--- config.mk ---
export PLATFORM = sky130hd
export DESIGN_NAME = fin_moment_mixer_servo_pulse_unit
export DESIGN_NICKNAME = d
export VERILOG_FILES = /design/src/sv/fmm_pkg.sv /design/src/sv/fmm_comp.sv /design/src/sv/fmm_scale.sv /design/src/sv/fmm_mix.sv /design/src/sv/fmm_servo.sv /design/src/sv/fin_moment_mixer_servo_pulse_unit.sv
export VERILOG_INCLUDE_DIRS = /design/src /design/src/sv
export SDC_FILE = /design/constraint.sdc
export NUM_CORES = 2
export LEC_CHECK = 0
export BUFFER_PORTS_ARGS = -buffer_cell sky130_fd_sc_hd__buf_2
export CELL_PAD_IN_SITES_DETAIL_PLACEMENT = 0
export CELL_PAD_IN_SITES_GLOBAL_PLACEMENT = 1
export CORE_MARGIN = 1
export CORE_UTILIZATION = 38
export CTS_CLUSTER_SIZE = 28
export DETAILED_ROUTE_END_ITERATION = 6
export PLACE_DENSITY = 0.72
export SLEW_MARGIN = 20
export SYNTH_ARGS = -nofsm -noshare
export SYNTH_HDL_FRONTEND = slang
export SYNTH_HIERARCHICAL = 1
export SYNTH_SLANG_ARGS = --single-unit
--- constraint.sdc ---
create_clock -name clk -period 8.25 [get_ports clk]
set_input_delay 0 -clock clk [delete_from_list [all_inputs] [get_ports clk]]
set_output_delay 0 -clock clk [all_outputs]
set_load 0.005 [all_outputs]
--- src/sv/assert_macros.svh ---
// ----------------------------------------------------------------------------
// Assertion macros
// Shared concurrent assertion wrappers for the fin mixer RTL.
// ----------------------------------------------------------------------------
`ifndef ASSERT_MACROS_SVH
`define ASSERT_MACROS_SVH

`ifndef SYNTHESIS

`define FMM_ASSERT(lbl, clk, rst_n, prop) \
	lbl: assert property (@(posedge clk) disable iff (!rst_n) prop) \
		else $error("fin mixer assertion failed");

`define FMM_ASSERT_RST(lbl, clk, prop) \
	lbl: assert property (@(posedge clk) prop) \
		else $error("fin mixer reset assertion failed");

`else

`define FMM_ASSERT(lbl, clk, rst_n, prop)

`define FMM_ASSERT_RST(lbl, clk, prop)

`endif

`endif

--- src/sv/fmm_pkg.sv ---
// ----------------------------------------------------------------------------
// Fin moment mixer package
// Types, register codes and the throttle compensation table.
// ----------------------------------------------------------------------------
`default_nettype none

package fmm_pkg;

	localparam int CompHigh = 17454;
	localparam int CompLow  = 13171;
	localparam int ThrLow   = 153;
	localparam int ThrSpan  = 102;
	localparam int PulseBase = 900;
	localparam int NumFins  = 4;

	typedef enum logic [2:0] {
		REG_HOME_1      = 3'd0,
		REG_HOME_2      = 3'd1,
		REG_HOME_3      = 3'd2,
		REG_HOME_4      = 3'd3,
		REG_DEFLECT_MIN = 3'd4,
		REG_DEFLECT_MAX = 3'd5,
		REG_MOMENT_GAIN = 3'd6
	} cfg_reg_t;

	typedef logic [14:0] comp_tab_t [0:ThrSpan];

	function automatic comp_tab_t build_comp_tab();
		comp_tab_t tab;
		for (int i = 0; i <= ThrSpan; i++) begin
			tab[i] = 15'(CompHigh - ((CompHigh - CompLow) * i + ThrSpan / 2) / ThrSpan);
		end
		return tab;
	endfunction

	localparam comp_tab_t CompTab = build_comp_tab();

	typedef struct packed {
		logic [NumFins-1:0][6:0] home;
		logic signed [6:0]       dmin;
		logic [5:0]              dmax;
		logic signed [15:0]      gain;
	} cfg_t;

	typedef struct packed {
		logic                    kind;
		logic signed [11:0]      roll;
		logic signed [11:0]      pitch;
		logic signed [11:0]      yaw;
		logic [7:0]              throttle;
		logic [NumFins-1:0][7:0] direct;
	} in_t;

	typedef struct packed {
		logic                    kind;
		logic signed [11:0]      roll;
		logic signed [11:0]      pitch;
		logic signed [11:0]      yaw;
		logic [14:0]             comp;
		logic [NumFins-1:0][7:0] direct;
	} s1_t;

	typedef struct packed {
		logic                    kind;
		logic signed [11:0]      roll;
		logic signed [11:0]      pitch;
		logic signed [11:0]      yaw;
		logic signed [31:0]      k;
		logic [NumFins-1:0][7:0] direct;
	} s2_t;

	typedef struct packed {
		logic                    kind;
		logic signed [43:0]      prod_r;
		logic signed [43:0]      prod_p;
		logic signed [43:0]      prod_y;
		logic [NumFins-1:0][7:0] direct;
	} s3_t;

	typedef logic [NumFins-1:0][7:0]  defl_t;
	typedef logic [NumFins-1:0][11:0] pulse_t;

endpackage

`default_nettype wire

--- src/sv/fmm_comp.sv ---
// ----------------------------------------------------------------------------
// Throttle compensation stage
// Clamps the throttle and looks up the Q1.14 compensation factor.
// ----------------------------------------------------------------------------
`default_nettype none

module fmm_comp (
	input  wire logic         clk,
	input  wire logic         arst_n,
	input  wire logic         adv,
	input  wire logic         vld_in,
	input  wire fmm_pkg::in_t item_in,
	output logic              vld_s1,
	output fmm_pkg::s1_t      item_s1
);
	import fmm_pkg::*;

	logic [6:0] tab_idx;

	always_comb begin
		if (item_in.throttle < 8'(ThrLow)) begin
			tab_idx = '0;
		end else begin
			tab_idx = 7'(item_in.throttle - 8'(ThrLow));
		end
	end

	always_ff @(posedge clk or negedge arst_n) begin
		if (!arst_n) begin
			vld_s1 <= 1'b0;
		end else if (adv) begin
			vld_s1 <= vld_in;
		end
	end

	always_ff @(posedge clk) begin
		if (adv) begin
			item_s1.kind   <= item_in.kind;
			item_s1.roll   <= item_in.roll;
			item_s1.pitch  <= item_in.pitch;
			item_s1.yaw    <= item_in.yaw;
			item_s1.comp   <= CompTab[tab_idx];
			item_s1.direct <= item_in.direct;
		end
	end

endmodule

`default_nettype wire

--- src/sv/fmm_scale.sv ---
// ----------------------------------------------------------------------------
// Moment scaling stages
// Forms gain times compensation, then scales each moment by it.
// ----------------------------------------------------------------------------
`default_nettype none

module fmm_scale (
	input  wire logic               clk,
	input  wire logic               arst_n,
	input  wire logic [1:0]         adv,
	input  wire logic signed [15:0] gain,
	input  wire logic               vld_s1,
	input  wire fmm_pkg::s1_t       item_s1,
	output logic                    vld_s2,
	output logic                    vld_s3,
	output fmm_pkg::s3_t            item_s3
);
	import fmm_pkg::*;

	s2_t                item_s2;
	logic signed [15:0] comp_sx;
	logic signed [31:0] k_prod;
	logic signed [43:0] pr_r;
	logic signed [43:0] pr_p;
	logic signed [43:0] pr_y;

	assign comp_sx = $signed({1'b0, item_s1.comp});
	assign k_prod  = gain * comp_sx;
	assign pr_r    = item_s2.k * item_s2.roll;
	assign pr_p    = item_s2.k * item_s2.pitch;
	assign pr_y    = item_s2.k * item_s2.yaw;

	always_ff @(posedge clk or negedge arst_n) begin
		if (!arst_n) begin
			vld_s2 <= 1'b0;
			vld_s3 <= 1'b0;
		end else begin
			if (adv[0]) begin
				vld_s2 <= vld_s1;
			end
			if (adv[1]) begin
				vld_s3 <= vld_s2;
			end
		end
	end

	always_ff @(posedge clk) begin
		if (adv[0]) begin
			item_s2.kind   <= item_s1.kind;
			item_s2.roll   <= item_s1.roll;
			item_s2.pitch  <= item_s1.pitch;
			item_s2.yaw    <= item_s1.yaw;
			item_s2.k      <= k_prod;
			item_s2.direct <= item_s1.direct;
		end
		if (adv[1]) begin
			item_s3.kind   <= item_s2.kind;
			item_s3.prod_r <= pr_r;
			item_s3.prod_p <= pr_p;
			item_s3.prod_y <= pr_y;
			item_s3.direct <= item_s2.direct;
		end
	end

endmodule

`default_nettype wire

--- src/sv/fmm_mix.sv ---
// ----------------------------------------------------------------------------
// Fin mixing stage
// Truncates the scaled moments, mixes them into four fins and saturates; direct items pass through.
// ----------------------------------------------------------------------------
`default_nettype none

module fmm_mix (
	input  wire logic         clk,
	input  wire logic         arst_n,
	input  wire logic         adv,
	input  wire logic         vld_s3,
	input  wire fmm_pkg::s3_t item_s3,
	output logic              vld_s4,
	output fmm_pkg::defl_t    defl_s4
);
	import fmm_pkg::*;

	function automatic logic signed [20:0] trunc_shr(
		input logic signed [43:0] p,
		input logic [4:0]         sh
	);
		logic signed [43:0] bias;
		logic signed [43:0] q;
		bias = p[43] ? ((44'sd1 <<< sh) - 44'sd1) : 44'sd0;
		q    = (p + bias) >>> sh;
		return q[20:0];
	endfunction

	function automatic logic [7:0] sat8(input logic signed [21:0] v);
		logic [7:0] res;
		if (v < -22'sd128) begin
			res = 8'h80;
		end else if (v > 22'sd127) begin
			res = 8'h7F;
		end else begin
			res = v[7:0];
		end
		return res;
	endfunction

	logic signed [20:0] r_val;
	logic signed [20:0] p_val;
	logic signed [20:0] y_val;
	logic signed [21:0] r_x;
	logic signed [21:0] p_x;
	logic signed [21:0] y_x;
	defl_t              defl_next;

	always_comb begin
		r_val = trunc_shr(item_s3.prod_r, 5'd22);
		p_val = trunc_shr(item_s3.prod_p, 5'd22);
		y_val = trunc_shr(item_s3.prod_y, 5'd23);
		r_x   = 22'(r_val);
		p_x   = 22'(p_val);
		y_x   = 22'(y_val);
		if (item_s3.kind) begin
			defl_next = item_s3.direct;
		end else begin
			defl_next[0] = sat8(r_x + y_x);
			defl_next[1] = sat8(p_x + y_x);
			defl_next[2] = sat8(y_x - r_x);
			defl_next[3] = sat8(y_x - p_x);
		end
	end

	always_ff @(posedge clk or negedge arst_n) begin
		if (!arst_n) begin
			vld_s4 <= 1'b0;
		end else if (adv) begin
			vld_s4 <= vld_s3;
		end
	end

	always_ff @(posedge clk) begin
		if (adv) begin
			defl_s4 <= defl_next;
		end
	end

endmodule

`default_nettype wire

--- src/sv/fmm_servo.sv ---
// ----------------------------------------------------------------------------
// Servo output stage
// Adds home, clamps to the deflection window and forms pulse widths.
// ----------------------------------------------------------------------------
`default_nettype none

module fmm_servo (
	input  wire logic           clk,
	input  wire logic           arst_n,
	input  wire logic           adv,
	input  wire fmm_pkg::cfg_t  cfg,
	input  wire logic           vld_s4,
	input  wire fmm_pkg::defl_t defl_s4,
	output logic                vld_s5,
	output fmm_pkg::pulse_t     pulse_s5
);
	import fmm_pkg::*;

	pulse_t pulse_next;

	always_comb begin
		logic signed [9:0]  home_x;
		logic signed [9:0]  theta;
		logic signed [9:0]  lo;
		logic signed [9:0]  hi;
		logic signed [12:0] t13;
		logic signed [12:0] pw;
		for (int i = 0; i < NumFins; i++) begin
			home_x = $signed({3'b000, cfg.home[i]});
			theta  = $signed({{2{defl_s4[i][7]}}, defl_s4[i]}) + home_x;
			lo     = home_x + 10'(cfg.dmin);
			hi     = home_x + $signed({4'b0000, cfg.dmax});
			if (theta < lo) begin
				theta = lo;
			end else if (theta > hi) begin
				theta = hi;
			end
			t13 = 13'(theta);
			pw  = (t13 <<< 3) + (t13 <<< 1) + 13'(PulseBase);
			pulse_next[i] = pw[11:0];
		end
	end

	always_ff @(posedge clk or negedge arst_n) begin
		if (!arst_n) begin
			vld_s5 <= 1'b0;
		end else if (adv) begin
			vld_s5 <= vld_s4;
		end
	end

	always_ff @(posedge clk) begin
		if (adv) begin
			pulse_s5 <= pulse_next;
		end
	end

endmodule

`default_nettype wire

--- src/sv/fin_moment_mixer_servo_pulse_unit.sv ---
// ----------------------------------------------------------------------------
// Fin moment mixer servo pulse unit
// Pipeline: five register stages from item accept to result valid.
// Throughput: one item per cycle while out_stall is low; a stage advances when
// it is empty or the stage after it advances, so bubbles close up under stall.
// Reset: arst_n clears all stage valids and loads the register defaults.
// ----------------------------------------------------------------------------
`default_nettype none

`include "assert_macros.svh"

module fin_moment_mixer_servo_pulse_unit (
	input  wire logic        clk,
	input  wire logic        arst_n,
	input  wire logic        wr_en,
	input  wire logic [2:0]  wr_index,
	input  wire logic [15:0] wr_data,
	input  wire logic        in_valid,
	output logic             in_stall,
	input  wire logic        kind,
	input  wire logic signed [11:0] moment_roll,
	input  wire logic signed [11:0] moment_pitch,
	input  wire logic signed [11:0] moment_yaw,
	input  wire logic [7:0]  throttle_level,
	input  wire logic signed [7:0] direct_angle_1,
	input  wire logic signed [7:0] direct_angle_2,
	input  wire logic signed [7:0] direct_angle_3,
	input  wire logic signed [7:0] direct_angle_4,
	output logic             out_valid,
	input  wire logic        out_stall,
	output logic [11:0]      pulse_width_1,
	output logic [11:0]      pulse_width_2,
	output logic [11:0]      pulse_width_3,
	output logic [11:0]      pulse_width_4
);
	import fmm_pkg::*;

	cfg_t   cfg_q;
	in_t    item_in;
	s1_t    item_s1;
	s3_t    item_s3;
	defl_t  defl_s4;
	pulse_t pulse_s5;
	logic   vld_s1;
	logic   vld_s2;
	logic   vld_s3;
	logic   vld_s4;
	logic   vld_s5;
	logic   adv1;
	logic   adv2;
	logic   adv3;
	logic   adv4;
	logic   adv5;

	always_ff @(posedge clk or negedge arst_n) begin
		if (!arst_n) begin
			cfg_q.home <= {NumFins{7'd60}};
			cfg_q.dmin <= -7'sd30;
			cfg_q.dmax <= 6'd30;
			cfg_q.gain <= 16'sd256;
		end else if (wr_en) begin
			case (cfg_reg_t'(wr_index))
				REG_HOME_1:      cfg_q.home[0] <= wr_data[6:0];
				REG_HOME_2:      cfg_q.home[1] <= wr_data[6:0];
				REG_HOME_3:      cfg_q.home[2] <= wr_data[6:0];
				REG_HOME_4:      cfg_q.home[3] <= wr_data[6:0];
				REG_DEFLECT_MIN: cfg_q.dmin    <= $signed(wr_data[6:0]);
				REG_DEFLECT_MAX: cfg_q.dmax    <= wr_data[5:0];
				REG_MOMENT_GAIN: cfg_q.gain    <= $signed(wr_data);
				default: ;
			endcase
		end
	end

	assign adv5     = !vld_s5 || !out_stall;
	assign adv4     = !vld_s4 || adv5;
	assign adv3     = !vld_s3 || adv4;
	assign adv2     = !vld_s2 || adv3;
	assign adv1     = !vld_s1 || adv2;
	assign in_stall = !adv1;

	always_comb begin
		item_in.kind      = kind;
		item_in.roll      = moment_roll;
		item_in.pitch     = moment_pitch;
		item_in.yaw       = moment_yaw;
		item_in.throttle  = throttle_level;
		item_in.direct[0] = direct_angle_1;
		item_in.direct[1] = direct_angle_2;
		item_in.direct[2] = direct_angle_3;
		item_in.direct[3] = direct_angle_4;
	end

	fmm_comp u_comp (
		.clk     (clk),
		.arst_n  (arst_n),
		.adv     (adv1),
		.vld_in  (in_valid),
		.item_in (item_in),
		.vld_s1  (vld_s1),
		.item_s1 (item_s1)
	);

	fmm_scale u_scale (
		.clk     (clk),
		.arst_n  (arst_n),
		.adv     ({adv3, adv2}),
		.gain    (cfg_q.gain),
		.vld_s1  (vld_s1),
		.item_s1 (item_s1),
		.vld_s2  (vld_s2),
		.vld_s3  (vld_s3),
		.item_s3 (item_s3)
	);

	fmm_mix u_mix (
		.clk     (clk),
		.arst_n  (arst_n),
		.adv     (adv4),
		.vld_s3  (vld_s3),
		.item_s3 (item_s3),
		.vld_s4  (vld_s4),
		.defl_s4 (defl_s4)
	);

	fmm_servo u_servo (
		.clk      (clk),
		.arst_n   (arst_n),
		.adv      (adv5),
		.cfg      (cfg_q),
		.vld_s4   (vld_s4),
		.defl_s4  (defl_s4),
		.vld_s5   (vld_s5),
		.pulse_s5 (pulse_s5)
	);

	assign out_valid     = vld_s5;
	assign pulse_width_1 = pulse_s5[0];
	assign pulse_width_2 = pulse_s5[1];
	assign pulse_width_3 = pulse_s5[2];
	assign pulse_width_4 = pulse_s5[3];

	`FMM_ASSERT(a_stall_only_when_full, clk, arst_n, in_stall |-> (out_valid && out_stall))
	`FMM_ASSERT(a_accept_fills_s1, clk, arst_n, (in_valid && !in_stall) |=> vld_s1)
	`FMM_ASSERT(a_pulse_range, clk, arst_n, out_valid |-> (pulse_width_1 >= 12'd260 && pulse_width_1 <= 12'd2800))
	`FMM_ASSERT_RST(a_reset_empty, clk, !arst_n |=> !out_valid)

endmodule

`default_nettype wire

==> report_table.html <==
<table>
<tr><th>Metric</th><th>Value</th></tr>
<tr><th colspan="2">Synth</th></tr>
<tr><td>Sequential cell area fraction in the yosys report</td><td>0.178</td></tr>
<tr><td>Post-synthesis cell count</td><td>8567</td></tr>
<tr><td>Fraction of registers with async set or reset after synthesis</td><td>0.127</td></tr>
<tr><td>Mean Syn Cell Area</td><td>between 9 and 10 µm²</td></tr>
<tr><td>Most frequently used flop master after synthesis</td><td>edfxtp_1</td></tr>
<tr><td>Syn Std Cell Area</td><td>0.0807 mm²</td></tr>
<tr><td>Number of synthesized flops with an enable pin</td><td>425</td></tr>
<tr><td>Cells taking the most area after synthesis</td><td>fa_1 32%, edfxtp_1 16%, ha_1 11%</td></tr>
<tr><td>Number of synthesized register bits</td><td>487</td></tr>
<tr><td>Share of the synthesized area in the top cell type</td><td>0.317</td></tr>
<tr><td>Most instantiated cells after synthesis</td><td>1672 x inv_1, 1280 x fa_1, 1099 x nand2_1, 714 x ha_1, 427 x and2_1</td></tr>
<tr><td>Most frequent cell after synthesis</td><td>inv_1</td></tr>
<tr><td>Yosys top cell by area</td><td>fa_1</td></tr>
<tr><td>Yosys Warn Count</td><td>6</td></tr>
<tr><td>Count of unique library cells instantiated by Yosys</td><td>between 100 and 150</td></tr>
<tr><th colspan="2">STA</th></tr>
<tr><td>Max-slew violation count</td><td>0</td></tr>
<tr><td>Final hold violations</td><td>0</td></tr>
<tr><td>Slew margin rel.</td><td>0.233</td></tr>
<tr><td>Highest clock frequency the design can meet</td><td>around 0.13 GHz</td></tr>
<tr><td>Setup clock skew after layout</td><td>31.4 ps</td></tr>
<tr><td>Number of endpoints failing setup at the final stage</td><td>0</td></tr>
<tr><td>Total negative slack for setup checks</td><td>0 ps</td></tr>
<tr><td>Post-route worst hold slack</td><td>29.4 ps</td></tr>
<tr><td>Final worst path period need</td><td>roughly 7400 ps</td></tr>
<tr><td>RSZ-0062 raised after global routing</td><td>false</td></tr>
<tr><td>Final worst path period share</td><td>0.901</td></tr>
<tr><td>Worst Tran Pin Value</td><td>1150 ps</td></tr>
<tr><th colspan="2">Placement</th></tr>
<tr><td>Final RePlAce weighted congestion</td><td>0.910</td></tr>
<tr><td>Number of cells after detailed placement</td><td>approximately 11000</td></tr>
<tr><td>Dpl hpwl</td><td>181 mm</td></tr>
<tr><td>Number of port buffers</td><td>about 150</td></tr>
<tr><th colspan="2">Min path</th></tr>
<tr><td>Type of the most critical hold path</td><td>input pin to asynchronous set/reset pin</td></tr>
<tr><th colspan="2">Clock tree</th></tr>
<tr><td>CTS clk-pin slew, worst paths</td><td>60 ps</td></tr>
<tr><td>Total CTS buffers</td><td>66</td></tr>
<tr><td># resized after CTS</td><td>0</td></tr>
<tr><td>Num Clock Sinks</td><td>roughly 500</td></tr>
<tr><td>Hold buffer count at CTS</td><td>137</td></tr>
<tr><td>Clock network latency to the later pin of the worst-skew pair</td><td>~700 ps</td></tr>
<tr><td>Longest Clk Path Bufs</td><td>3</td></tr>
<tr><td>TritonCTS clock tree</td><td>yes</td></tr>
<tr><td>Root buf cell</td><td>clkbuf_16</td></tr>
<tr><td>Number of H-tree levels</td><td>3</td></tr>
<tr><td>Count of buffers added by post-CTS timing repair for setup</td><td>0</td></tr>
<tr><th colspan="2">Route</th></tr>
<tr><td>Via count of the routed design</td><td>about 60000</td></tr>
<tr><td>Final routed wire length divided by cell count</td><td>between 15 and 20 µm</td></tr>
<tr><td>DRC marker count from the first detailed-route iteration</td><td>4051</td></tr>
<tr><td>Via density per instance</td><td>5.16</td></tr>
<tr><td>Overall routed net length</td><td>roughly 230 mm</td></tr>
<tr><td>Detailed-router iteration count before antenna repair</td><td>6</td></tr>
<tr><td>Remaining routing DRC violations</td><td>0</td></tr>
<tr><td>Count of nets left with antenna violations after detail routing</td><td>0</td></tr>
<tr><th colspan="2">Worst setup path</th></tr>
<tr><td>Critical path endpoint category</td><td>flip-flop</td></tr>
<tr><td>Data arrival time of the critical path</td><td>7820 ps</td></tr>
<tr><td>WP data required</td><td>8640 ps</td></tr>
<tr><td>Worst setup path category</td><td>flip-flop to flip-flop</td></tr>
<tr><td>Cell Chain, Critical Path</td><td>buf_4 -&gt; buf_4 -&gt; nand2_1 -&gt; fa_1 -&gt; fa_1 -&gt; inv_1 -&gt; fa_1 -&gt; fa_1 -&gt; inv_1 -&gt; fa_1 -&gt; inv_1 -&gt; ha_1 -&gt; a21oi_1 -&gt; o21a_1 -&gt; a22o_1 -&gt; o21bai_2 -&gt; o21bai_1 -&gt; o21ai_1 -&gt; a21oi_1 -&gt; a31oi_1 -&gt; nor2_1 -&gt; o41ai_1 -&gt; xnor2_1</td></tr>
<tr><td>Startpoint Class</td><td>flip-flop</td></tr>
<tr><td>Stage delay of the slowest cell on the critical path</td><td>780 ps</td></tr>
<tr><td>Largest fanout of any net on the critical path</td><td>18</td></tr>
<tr><td>Cell mode on critical path</td><td>fa_1</td></tr>
<tr><td>Combined buffer and inverter count along the critical path</td><td>5</td></tr>
<tr><td>Critical path's top delay family</td><td>adder cells</td></tr>
<tr><td>Cell with the largest stage delay on the worst path</td><td>edfxtp_1</td></tr>
<tr><th colspan="2">Global route</th></tr>
<tr><td>Global-route wire length before repair</td><td>360 mm</td></tr>
<tr><td>Total routing usage reported by global routing</td><td>0.215</td></tr>
<tr><td>Number of antenna violations at the first check in global routing</td><td>9</td></tr>
<tr><td>Maximum number of pins on one net before global-route repair</td><td>roughly 130</td></tr>
<tr><td>Via count of the first global-routing pass</td><td>62400</td></tr>
<tr><td>Total global routing overflow</td><td>0</td></tr>
<tr><th colspan="2">Finish</th></tr>
<tr><td>Fillcell total</td><td>20400</td></tr>
<tr><td>Final-stage net count</td><td>10800</td></tr>
<tr><td>Total area of sequential cells</td><td>roughly 0.014 mm²</td></tr>
<tr><td>Area growth syn-to-layout</td><td>9.39%</td></tr>
<tr><td>Ratio of cells with drive above 1 in the final layout</td><td>0.0681</td></tr>
<tr><td>Final Instance Count excl. Fillers</td><td>roughly 12000</td></tr>
<tr><td>Area occupied by multi-input gates</td><td>0.0586 mm²</td></tr>
<tr><th colspan="2">Floorplan</th></tr>
<tr><td>Standard cell core area</td><td>0.210 mm²</td></tr>
<tr><td>Effective utilization at floorplan</td><td>0.384</td></tr>
<tr><td>Die Area</td><td>0.214 mm²</td></tr>
<tr><td>Number of ports placed on the die boundary</td><td>roughly 150</td></tr>
<tr><td>Width of the chip</td><td>463 µm</td></tr>
<tr><td>Std cell rows</td><td>168</td></tr>
<tr><td>Floorplan die height</td><td>about 460 µm</td></tr>
<tr><th colspan="2">Flow run</th></tr>
<tr><td>Number of max-cap violations</td><td>0</td></tr>
<tr><th colspan="2">Status</th></tr>
<tr><td>Outcome</td><td>completed</td></tr>
</table>
==> final timing paths <==
check	depth (start not counted)	startpoint	slack [ps]	endpoint
worst max-delay path	23	u_scale/item_s2[42]	820	u_scale/item_s3[75]
worst min register to register	0	u_comp/item_s1[54]	410	u_scale/item_s2[71]
min in group clk	2	moment_roll[8]	50	u_comp/item_s1[79]
worst max register to register	23	u_scale/item_s2[42]	820	u_scale/item_s3[75]
max in group asynchronous	2	arst_n	7570	cfg_q[14]
worst min-delay path	2	arst_n	30	cfg_q[49]
==> sequential cells by signal, summed over array words and instances, names as in the netlist <==
name	count
u_scale/vld_s2	1
u_scale/vld_s3	1
u_scale/item_s3	165
u_mix/defl_s4	32
u_servo/pulse_s5	44
u_scale/item_s2	101
u_mix/vld_s4	1
u_servo/vld_s5	1
u_comp/vld_s1	1
u_comp/item_s1	83
cfg_q	57
==> layer usage <==
layer	global-route usage	share of wire
met5	0	0.000044
met4	0.0613	0.029
met3	0.0275	0.052
met2	0.353	0.46
met1	0.296	0.46
==> cell type report <==
cell class / count / share of cell area
diodes: 5 / 0.000142
clock buffers: 74 / 0.0193
clock inverters: 44 / 0.00541
inverters: 1678 / 0.0713
multi-input cells: 6034 / 0.664
flip-flops and latches: 487 / 0.162
well taps: 2805 / 0.0397
repair buffers: 430 / 0.0379
==> worst register-to-register path: cells and delay by family (launching register included) <==
kind	cells	cell delay, ps
adders and majority gates	6	2920
AOI/OAI and AO/OA	9	1800
buffers and inverters	5	800
xor gates and xnor gates	1	570
and+or+nand+nor	2	240
DFF	1	780
==> metrics by stage <==
step,utilization,instance area (µm²),worst slack [ps]
after floorplan,-,80800,2110
after global placement,0.402,84700,796
after detailed placement,0.403,84700,720
after CTS,0.419,88300,707
after global routing,0.420,88300,500
final,0.420,88300,820
==> kinds of logic (layout without fill, tap and decap cells) <==
family                   count (synthesis)  after routing  share of synthesized area
AND/OR/NAND/NOR                       2339           2339                      0.138
buffers and inverters                 2049           2226                     0.0968
adder cells (fa/ha/maj)               1996           1996                      0.428
AO/OA/AOI/OAI                         1146           1146                     0.0957
flip-flops                             487            487                      0.178
XOR/XNOR                               409            409                     0.0447
multiplexers                           140            140                     0.0188
other                                    1              9                  0.0000464
==> placed cells by master, fill, tap and decap left out, types with 80 or more instances in the layout <==
cell	n
a21o_1	140
a21oi_1	337
and2_1	427
buf_2	145
buf_4	136
dlygate4sd3_1	137
edfxtp_1	425
fa_1	1280
ha_1	714
inv_1	1672
mux2_2	94
nand2_1	1097
nand3_1	80
nor2_1	304
nor3_1	91
o21ai_0	152
xnor2_1	283
xor2_1	122
Power is not shown: default switching activity piles up to over one toggle a cycle in this logic, so the estimate is an artifact.
